$ cat src/rtl/core/stlw_pkg.sv
// Shared types and constants for the structure table length walker.
// No dependencies; imported by stlw_walker, structure_table_length_walker and both tb files.
package stlw_pkg;

   localparam int OFF_WIDTH       = 17;
   localparam int CNT_WIDTH       = 16;
   localparam int REG_WIDTH       = 16;
   localparam int CSR_INDEX_WIDTH = 2;

   localparam logic [7:0] END_TYPE = 8'h7F;

   // configuration register indexes
   localparam logic [CSR_INDEX_WIDTH-1:0] REG_TBL_LEN          = 2'd0;
   localparam logic [CSR_INDEX_WIDTH-1:0] REG_DECLARED_STRUCTS = 2'd1;

   typedef enum logic [1:0] {
      PH_TYPE,
      PH_LEN,
      PH_BODY,
      PH_SCAN
   } phase_type;

   typedef struct packed {
      logic                 done_res;
      logic [OFF_WIDTH-1:0] real_length;
      logic [CNT_WIDTH-1:0] struct_count;
      logic                 count_mismatch;
      logic                 no_end_marker;
      logic                 length_mismatch;
   } walk_result_type;

   typedef struct packed {
      logic      finished;
      phase_type phase;
   } walk_status_type;

endpackage

$ cat src/rtl/core/stlw_walker.sv
// Walker state registers and the per-byte step logic.
// Depends on stlw_pkg.
module stlw_walker (
   input  logic                             clock,
   input  logic                             reset,
   input  logic                             step_en,
   input  logic [7:0]                       table_byte,
   input  logic [stlw_pkg::REG_WIDTH-1:0]   tbl_len,
   input  logic [stlw_pkg::REG_WIDTH-1:0]   declared_structs,
   output stlw_pkg::walk_result_type        result,
   output stlw_pkg::walk_status_type        status
);
   import stlw_pkg::*;

   logic [OFF_WIDTH-1:0] offset_ff, offset_in;
   logic [OFF_WIDTH-1:0] target_ff, target_in;
   logic [OFF_WIDTH-1:0] start_ff, start_in;
   phase_type            phase_ff, phase_in;
   logic [CNT_WIDTH-1:0] count_ff, count_in;
   logic                 end_seen_ff, end_seen_in;
   logic                 prev_zero_ff, prev_zero_in;
   logic                 finished_ff, finished_in;

   logic                 fin;
   logic [OFF_WIDTH-1:0] fin_off;
   logic [CNT_WIDTH-1:0] count_inc;
   logic [7:0]           body_len;
   logic [OFF_WIDTH-1:0] body_end;
   logic [OFF_WIDTH-1:0] tl_ext;
   logic                 byte_zero;

   assign tl_ext    = {{(OFF_WIDTH-REG_WIDTH){1'b0}}, tbl_len};
   assign count_inc = count_ff + 1'b1;
   assign body_len  = (table_byte < 8'd2) ? 8'd2 : table_byte;
   assign body_end  = start_ff + {{(OFF_WIDTH-8){1'b0}}, body_len};
   assign byte_zero = (table_byte == 8'd0);

   // next state
   always_comb begin
      offset_in    = offset_ff;
      target_in    = target_ff;
      start_in     = start_ff;
      phase_in     = phase_ff;
      count_in     = count_ff;
      end_seen_in  = end_seen_ff;
      prev_zero_in = prev_zero_ff;
      finished_in  = finished_ff;
      fin          = 1'b0;
      fin_off      = '0;
      if (!finished_ff) begin
         unique case (phase_ff)
            PH_LEN: begin
               offset_in = offset_ff + 1'b1;
               if (body_end >= tl_ext) begin
                  // body runs to table end: no string area read
                  fin     = 1'b1;
                  fin_off = body_end + 17'd2;
               end else begin
                  target_in = body_end;
                  phase_in  = PH_BODY;
               end
            end
            PH_BODY: begin
               offset_in = offset_ff + 1'b1;
               if (offset_ff == target_ff) begin
                  prev_zero_in = byte_zero;
                  phase_in     = PH_SCAN;
               end
            end
            PH_SCAN: begin
               offset_in = offset_ff + 1'b1;
               if (prev_zero_ff && byte_zero) begin
                  fin     = 1'b1;
                  fin_off = offset_ff + 1'b1;
               end else if (offset_ff >= tl_ext) begin
                  fin     = 1'b1;
                  fin_off = offset_ff + 17'd2;
               end else begin
                  prev_zero_in = byte_zero;
               end
            end
            default: begin
               // structure start; the byte is not consumed if the walk cannot start
               if (offset_ff > tl_ext || count_ff >= declared_structs) begin
                  finished_in = 1'b1;
               end else begin
                  if (table_byte == END_TYPE)
                     end_seen_in = 1'b1;
                  offset_in = offset_ff + 1'b1;
                  phase_in  = PH_LEN;
               end
            end
         endcase
         if (fin) begin
            start_in = fin_off;
            count_in = count_inc;
            phase_in = PH_TYPE;
            if (end_seen_ff || fin_off > tl_ext || count_inc >= declared_structs)
               finished_in = 1'b1;
         end
      end
   end

   // result word, taken from the state after this byte
   always_comb begin
      result.done_res        = finished_in;
      result.real_length     = start_in;
      result.struct_count    = count_in;
      result.count_mismatch  = finished_in && (count_in != declared_structs);
      result.no_end_marker   = finished_in && !end_seen_in;
      result.length_mismatch = finished_in && (start_in != tl_ext);
      status.finished        = finished_ff;
      status.phase           = phase_ff;
   end

   always_ff @(posedge clock) begin
      if (reset) begin
         offset_ff    <= '0;
         target_ff    <= '0;
         start_ff     <= '0;
         phase_ff     <= PH_TYPE;
         count_ff     <= '0;
         end_seen_ff  <= 1'b0;
         prev_zero_ff <= 1'b0;
         finished_ff  <= 1'b0;
      end else if (step_en) begin
         offset_ff    <= offset_in;
         target_ff    <= target_in;
         start_ff     <= start_in;
         phase_ff     <= phase_in;
         count_ff     <= count_in;
         end_seen_ff  <= end_seen_in;
         prev_zero_ff <= prev_zero_in;
         finished_ff  <= finished_in;
      end
   end

endmodule

$ cat src/rtl/core/structure_table_length_walker.sv
// Top level: input register, configuration registers, walker and result register.
// Depends on stlw_pkg and stlw_walker.
//
//   channel  | direction | handshake             | payload
//   req_     | in        | req_valid/req_ready   | table_byte (8)
//   rsp_     | out       | rsp_valid/rsp_ready   | done, length, count, 3 warnings
//   csr_     | in        | csr_write_enable      | csr_index, csr_wdata (16)
//
// One byte per cycle sustained while rsp_ is not stalled; a taken byte passes the input
// register, then the walker step into the result register, before its word is on rsp_
// and can be accepted.
// Synchronous active-high reset clears the walk and both registers.
// A stalled rsp_ readies back through the input register; neither side bubbles.
module structure_table_length_walker (
   input  logic                                 clock,
   input  logic                                 reset,
   input  logic                                 req_valid,
   output logic                                 req_ready,
   input  logic [7:0]                           req_table_byte,
   output logic                                 rsp_valid,
   input  logic                                 rsp_ready,
   output logic                                 rsp_done_res,
   output logic [stlw_pkg::OFF_WIDTH-1:0]       rsp_real_length,
   output logic [stlw_pkg::CNT_WIDTH-1:0]       rsp_struct_count,
   output logic                                 rsp_count_mismatch,
   output logic                                 rsp_no_end_marker,
   output logic                                 rsp_length_mismatch,
   input  logic                                 csr_write_enable,
   input  logic [stlw_pkg::CSR_INDEX_WIDTH-1:0] csr_index,
   input  logic [stlw_pkg::REG_WIDTH-1:0]       csr_wdata
);
   import stlw_pkg::*;

   logic                 in_valid_ff, in_valid_in;
   logic [7:0]           in_byte_ff;
   logic                 out_valid_ff, out_valid_in;
   walk_result_type      out_word_ff;
   logic [REG_WIDTH-1:0] tbl_len_ff, tbl_len_in;
   logic [REG_WIDTH-1:0] declared_ff, declared_in;

   logic                 out_free;
   logic                 advance;
   logic                 take_in;
   walk_result_type      step_result;
   walk_status_type      walk_status;

   assign out_free  = !out_valid_ff || rsp_ready;
   assign advance   = in_valid_ff && out_free;
   assign req_ready = !in_valid_ff || advance;
   assign take_in   = req_valid && req_ready;

   assign in_valid_in  = take_in ? 1'b1 : (advance ? 1'b0 : in_valid_ff);
   assign out_valid_in = advance ? 1'b1 : (rsp_ready ? 1'b0 : out_valid_ff);

   always_comb begin
      tbl_len_in  = tbl_len_ff;
      declared_in = declared_ff;
      if (csr_write_enable) begin
         unique case (csr_index)
            REG_TBL_LEN:          tbl_len_in  = csr_wdata;
            REG_DECLARED_STRUCTS: declared_in = csr_wdata;
            default: ;
         endcase
      end
   end

   stlw_walker u_walker (
      .clock            (clock),
      .reset            (reset),
      .step_en          (advance),
      .table_byte       (in_byte_ff),
      .tbl_len          (tbl_len_ff),
      .declared_structs (declared_ff),
      .result           (step_result),
      .status           (walk_status)
   );

   always_ff @(posedge clock) begin
      if (reset) begin
         in_valid_ff  <= 1'b0;
         out_valid_ff <= 1'b0;
         tbl_len_ff   <= '0;
         declared_ff  <= '0;
      end else begin
         in_valid_ff  <= in_valid_in;
         out_valid_ff <= out_valid_in;
         tbl_len_ff   <= tbl_len_in;
         declared_ff  <= declared_in;
      end
   end

   always_ff @(posedge clock) begin
      if (take_in)
         in_byte_ff <= req_table_byte;
      if (advance)
         out_word_ff <= step_result;
   end

   assign rsp_valid           = out_valid_ff;
   assign rsp_done_res        = out_word_ff.done_res;
   assign rsp_real_length     = out_word_ff.real_length;
   assign rsp_struct_count    = out_word_ff.struct_count;
   assign rsp_count_mismatch  = out_word_ff.count_mismatch;
   assign rsp_no_end_marker   = out_word_ff.no_end_marker;
   assign rsp_length_mismatch = out_word_ff.length_mismatch;

   // once ended, the walk stays ended until reset
   a_done_sticky: assert property (@(posedge clock) disable iff (reset)
      walk_status.finished |=> walk_status.finished)
      else $error("walk left the finished state");

   // a finished walk always parks at a structure start
   a_done_phase: assert property (@(posedge clock) disable iff (reset)
      walk_status.finished |-> walk_status.phase == PH_TYPE)
      else $error("finished walk not at structure start");

   // warnings only ride on a done word
   a_warn_done: assert property (@(posedge clock) disable iff (reset)
      out_valid_ff && (rsp_count_mismatch || rsp_no_end_marker || rsp_length_mismatch)
      |-> rsp_done_res)
      else $error("warning flag without done");

   // an accepted word is held in the input register next cycle
   a_take_held: assert property (@(posedge clock) disable iff (reset)
      take_in |=> in_valid_ff)
      else $error("accepted word lost");

endmodule

$ cat config.mk
export PLATFORM = sky130hd
export DESIGN_NAME = structure_table_length_walker
export DESIGN_NICKNAME = d
export VERILOG_FILES = /design/src/rtl/core/stlw_pkg.sv /design/src/rtl/core/stlw_walker.sv /design/src/rtl/core/structure_table_length_walker.sv
export SDC_FILE = /design/constraint.sdc
export NUM_CORES = 1
export LEC_CHECK = 0
export ABC_AREA = 1
export BUFFER_PORTS_ARGS = -buffer_cell sky130_fd_sc_hd__buf_2
export CAP_MARGIN = 25
export CORE_UTILIZATION = 62
export DETAILED_ROUTE_END_ITERATION = 7
export GPL_ROUTABILITY_DRIVEN = 0
export PLACE_DENSITY = 0.81
export SETUP_SLACK_MARGIN = 0.05
export SYNTH_ARGS = -nofsm -noshare
export SYNTH_HDL_FRONTEND = slang
export SYNTH_HIERARCHICAL = 1
export SYNTH_SLANG_ARGS = --single-unit
$ cat constraint.sdc
create_clock -name clock -period 5.7 [get_ports clock]
set_input_delay 0.57 -clock clock [delete_from_list [all_inputs] [get_ports clock]]
set_output_delay 0.57 -clock clock [all_outputs]
set_load 0.005 [all_outputs]
=== Word-level counts from Yosys, hierarchy flattened ===
Cells that the tools add are included.

* Add/sub/neg operators: 5
* Multiply operators: 0
* Div/mod/pow operators: 0
* Magnitude comparators: 7
* Equal/unequal tests: 16
* Shift-type cells: 0
* Multiplexer cells: 39
* Bitwise logic cells: 2
* Reductions and logical operators: 26

{| class="wikitable"
|+ Operator list
! cell !! count
|-
| 17-bit 2-to-1 mux || 8
|-
| 17-bit by 2-bit adder with 17-bit output, second input constant || 2
|-
| 17-bit by 16-bit >= comparator with 1-bit output || 2
|-
| 17-bit by 16-bit greater-than comparator with 1-bit output || 2
|-
| 17-bit one-hot mux with 2 select lines || 1
|-
| 16-bit >= comparator || 2
|-
| 16-bit 2-to-1 mux || 2
|-
| 1-bit 2-to-1 mux || 20
|-
| 17-bit by 1-bit adder with 17-bit output, second input constant || 1
|-
| 17-bit by 8-bit adder with 17-bit output || 1
|-
| 17-bit equality test || 1
|-
| 17-bit by 16-bit inequality test with 1-bit output || 1
|-
| 16-bit by 1-bit adder with 16-bit output, second input constant || 1
|-
| 16-bit inequality test || 1
|-
| 6-bit AND reduction || 2
|-
| 8-bit by 7-bit equality test with 1-bit output, second input constant || 1
|-
| 8-bit zero test || 1
|-
| 8-bit by 2-bit < comparator with 1-bit output, second input constant || 1
|-
| 2-bit 2-to-1 mux || 4
|-
| 8-bit 2-to-1 mux || 1
|-
| 1-bit logical AND || 6
|-
| 2-bit inequality test, second input constant || 3
|-
| 2-bit one-hot mux with 3 select lines || 1
|-
| 2-bit nonzero test || 3
|-
| other kinds (15) || 27
|}

* Bits in registers: 151
* Bits in latches: 0
* RAM bits: 0
* Memory bits (read-only): 0
* Bits of input ports: 31
* Memories: 0

=== Logic depth before layout (Yosys ltp) ===
* Depth after elaboration: 14
* Gate-level depth with buffers: 42

=== Cells and area by module ===
Netlist, hierarchy kept.

{| class="wikitable"
|+ Modules (own cells, without submodules)
! module !! times used !! cells each !! area each (µm²)
|-
| stlw_walker || 1 || 1388 || 8334.2
|-
| structure_table_length_walker || 1 || 266 || 2855.2
|}

=== Worst setup path before layout ===
OpenSTA, ideal clock, no wires.

* Path kind: register -> register
* Start: register in_byte_ff[7]
* End: register out_word_ff (netlist bit rsp_done_res), data pin
* Library setup time: 251 ps
* Arrival: 4766 ps
* Data required time: 5449 ps
* Slack: 682 ps
* Stages on the path, launching flop included: 42
* Buffers on the path: 1
* Period minus slack after synthesis: 5018 ps
* Path through: edfxtp_1 nor2_1 nand2_1 nor2_1 nor2_1 ha_1 inv_1 fa_1 inv_1 nand3_1 nand2_1 nand2_1 nand2_1 nand3_1 nand2_1 inv_1 ha_1 nand2_1 (+6 left out) nand2_1 nand2_1 a21oi_1 nand2_1 nand2_1 ha_1 nand2_1 nor2_1 a211oi_1 nand2_1 nand2_1 a31o_2 a21boi_0 o21ai_0 nand4_1 a21oi_2 inv_1 buf_4

* Longest elaborated chain between the ends: 13
* Elaborated cells between the ends (all ways): 21
* Classes of those cells: add/sub (2); order compare (3); mux (12); reduce/logical (4)

{| class="wikitable"
|+ Ends and longest elaborated chain
! element !! line !! source
|-
| start, declared || structure_table_length_walker.sv:35 || <nowiki>logic [7:0] in_byte_ff;</nowiki>
|-
| start signal, assigned || structure_table_length_walker.sv:94 || <nowiki>in_byte_ff <= req_table_byte;</nowiki>
|-
| 8-bit by 2-bit < comparator with 1-bit output || stlw_walker.sv:34 || <nowiki>assign body_len = (table_byte < 8'd2) ? 8'd2 : table_byte;</nowiki>
|-
| 8-bit 2-to-1 mux * || stlw_walker.sv:34 ||
|-
| 17-bit by 8-bit adder with 17-bit output * || stlw_walker.sv:35 || <nowiki>assign body_end = start_ff + {{(OFF_WIDTH-8){1'b0}}, body_len};</nowiki>
|-
| net u_walker.body_end[12] || stlw_walker.sv:28 || <nowiki>logic [OFF_WIDTH-1:0] body_end;</nowiki>
|-
| 17-bit by 2-bit adder with 17-bit output / 17-bit by 16-bit >= comparator with 1-bit output (equally long branches) || stlw_walker.sv:57, stlw_walker.sv:54 ||
|-
| 17-bit 2-to-1 mux || stlw_walker.sv:54 || <nowiki>if (body_end >= tl_ext) begin</nowiki>
|-
| 17-bit one-hot mux with 2 select lines || stlw_walker.sv:51 || <nowiki>unique case (phase_ff)</nowiki>
|-
| 17-bit 2-to-1 mux || stlw_walker.sv:50 || <nowiki>if (!finished_ff) begin</nowiki>
|-
| 17-bit by 16-bit greater-than comparator with 1-bit output || stlw_walker.sv:98 || <nowiki>if (end_seen_ff || fin_off > tl_ext || count_inc >= declared_structs)</nowiki>
|-
| 1-bit logical OR (2 in series) || stlw_walker.sv:98 ||
|-
| 1-bit 2-to-1 mux || stlw_walker.sv:98 ||
|-
| 1-bit 2-to-1 mux * || stlw_walker.sv:94 || <nowiki>if (fin) begin</nowiki>
|-
| 1-bit 2-to-1 mux * || stlw_walker.sv:50 ||
|-
| net u_walker.finished_in || stlw_walker.sv:22 || <nowiki>logic finished_ff, finished_in;</nowiki>
|-
| end signal, assigned || structure_table_length_walker.sv:96 || <nowiki>out_word_ff <= step_result;</nowiki>
|-
| end, declared || structure_table_length_walker.sv:37 || <nowiki>walk_result_type out_word_ff;</nowiki>
|}

Mark *: on every way through the listed nets, which the timed path passes. The rest lies on a longest branch. The select of a mux whose other input is x is not followed.
A chain may end at the register's enable or synchronous reset.

==> metrics.csv <==
metric,value,unit
outcome,"complete, no violations",
pin slew with the least headroom to its limit,0.858,ns
final WL,31400,um
Initial Util,64.0,%
CP Max Fanout,7,
post-route insts no fill,1943,
router iterations before antenna repair,8,
largest net degree at the start of global routing,55,
final setup vio count,0,
layout cell share with drive strength beyond 1,9.90,%
peak per-stage delay on the critical path,0.41,ns
Post-DP Area,11600,sq um
critical path endpoint category,flop,
Leakage,6.20,nW
Mapped Cells,1653,
full die area,18600,sq um
Worst path top cell family by delay,simple AND/OR/NAND/NOR gates,
drt drc,0,
clk buf depth,2,
port bufs,69,
H-tree depth,4,
final hold violations,0,
first-pass GRT wire length,49200,um
final period utilization,94.0,%
io pins,70,
pre-CTS worst setup slack,0.0914,ns
Ys Warns,6,
diode count,0,
remaining global-route overflow,0,
Area Growth Syn to Fin,10.4,%
WP data required,5.88,ns
r2r setup slk,0.34,ns
setup slack after layout,0.344,ns
Placeable Area,17500,sq um
final hold slack,0.308,ns
Starting DRT DRC Count,1171,
Max Clk Rate,187,MHz
Max-Cap Viols,0,
Final Power,4.18,mW
WL/cell,16.2,um
Tmin final,5.36,ns
vias per inst,5.73,
Worst R2R Start,in_byte_ff[6],
Vias,11143,
mapped cell area,11200,sq um
hold path depth,1,
Placed Cells incl. Taps,1905,
Core Rows,48,
CTS tree,built,
Slowest cell on crit path,nor4_1,
Hold Crit Start,req_table_byte[2],
startpoint types,flop,
Clock Latency Late Sink,0.44,ns
total CTS buffers,17,
CP Data Arrival Time,5.54,ns
FF-to-FF End,rsp_count_mismatch,
Layout Utilization,70.6,%
"CTS clk-pin slew, worst paths",0.07,ns
mean area per synthesized cell,6.76,sq um
GRT Total Usage,34.3,%
design area,12300,sq um
vias in the first global route,9795,
Post-Route Setup TNS,0,ns
Worst Hold End,in_byte_ff[2],
"Hold-fix buffers, CTS",0,
Slew HR,42.8,%
clk sink count,151,
syn nets,1781,
Clock Skew,0.0156,ns
worst reg2reg path depth,32,
worst setup path category,reg2reg,
Max Transition Viols Final,0,
Worst Path Buf+Inv,3,
Final ANT Viol Nets,0,
die width,136,um
worst hold path type,in2reg,
Crit path top cell by count,nand2_1,
initial antenna violation count,0,
RSZ-0062 raised after global routing,false,
HPWL Detailed,23300,um
Root Driver,clkbuf_16,
pwr dens,339,nW/um^2
Die Y,136,um
VDD IR-drop max,0.234,mV
fin nets,1834,
worst max-delay path by stage:
stage	startpoint	end	slack (ns)	cells after the start
3_3_place_gp	in_byte_ff[4]	rsp_count_mismatch	0.41	40
6_report	in_byte_ff[6]	rsp_count_mismatch	0.34	32
3_5_place_dp	in_byte_ff[4]	rsp_count_mismatch	0.09	40
2_1_floorplan	in_byte_ff[7]	rsp_done_res	0.68	41
4_1_cts	in_byte_ff[4]	rsp_count_mismatch	0.11	40
5_1_grt	in_byte_ff[7]	rsp_count_mismatch	0.007	40
cells in the final DEF (no fill, tap or decap), types with 3 or more instances in the layout:
master and count:
nor2_1 167, nor3_1 20, a21oi_4 3, xor2_1 41, a21oi_1 107, a211oi_1 3, nand2_4 3, o21ai_2 4
edfxtp_1 45, a31oi_1 5, xnor2_1 15, clkbuf_16 17, nand3b_1 6, buf_2 69, nand3_1 111, a31o_2 3
clkinvlp_4 3, o21ai_1 4, a21boi_0 3, nor2_2 4, buf_4 15, dfxtp_1 106, ha_4 3, ha_1 92
o21ai_0 89, a22oi_1 3, inv_6 3, nand2_1 432, inv_2 3, nand2_8 3, nor2_4 4, or2_2 5
inv_1 254, nand4_1 29, nand2_2 13
sequential cells by signal (all words and copies together), names as in the netlist, 2 cells and up:
signal,cells
declared_ff,16
in_byte_ff,8
rsp_real_length,17
rsp_struct_count,16
tbl_len_ff,16
u_walker/count_ff,16
u_walker/offset_ff,17
u_walker/phase_ff,2
u_walker/start_ff,17
u_walker/target_ff,17
report_power, final:
part           total, mW  switching (mW)  internal (mW)
combinational       1.63            1.08          0.551
sequential          1.42           0.162           1.26
clock               1.13           0.482          0.650
worst register-to-register path, delay by kind of cell (launching register included):
| family | cells | cell delay [ns] |
|---|---|---|
| AND/OR/NAND/NOR | 22 | 2.65 |
| AO/OA/AOI/OAI | 4 | 0.72 |
| buffers and inverters | 3 | 0.34 |
| adder cells (fa/ha/maj) | 3 | 0.96 |
| flip-flops | 1 | 0.39 |
metal layers:
metal	vias up	track usage [%]	wire (um)
met3	102	6.45	2900
met1	5052	46.6	13500
li1	5427	-	-
met2	562	53.2	13800
met4	0	14.3	1150
met5	-	0	0
layout make-up:
class / instances / area [sq um]
Multi-Input combinational cell: 1193 / 6560
Fill cell: 1469 / 5140
Sequential cell: 151 / 3470
Inverter: 258 / 968
Timing Repair Buffer: 85 / 485
Clock buffer: 19 / 433
Tap cell: 225 / 282
Clock inverter: 12 / 144
what timing repair did:
action,4_1_cts,5_1_grt
pin swaps,0,4
buffers inserted,0,7
setup endpoints to repair,1,5
resized for setup,1,19
No activity file was read; power rests on OpenSTA's default activity.
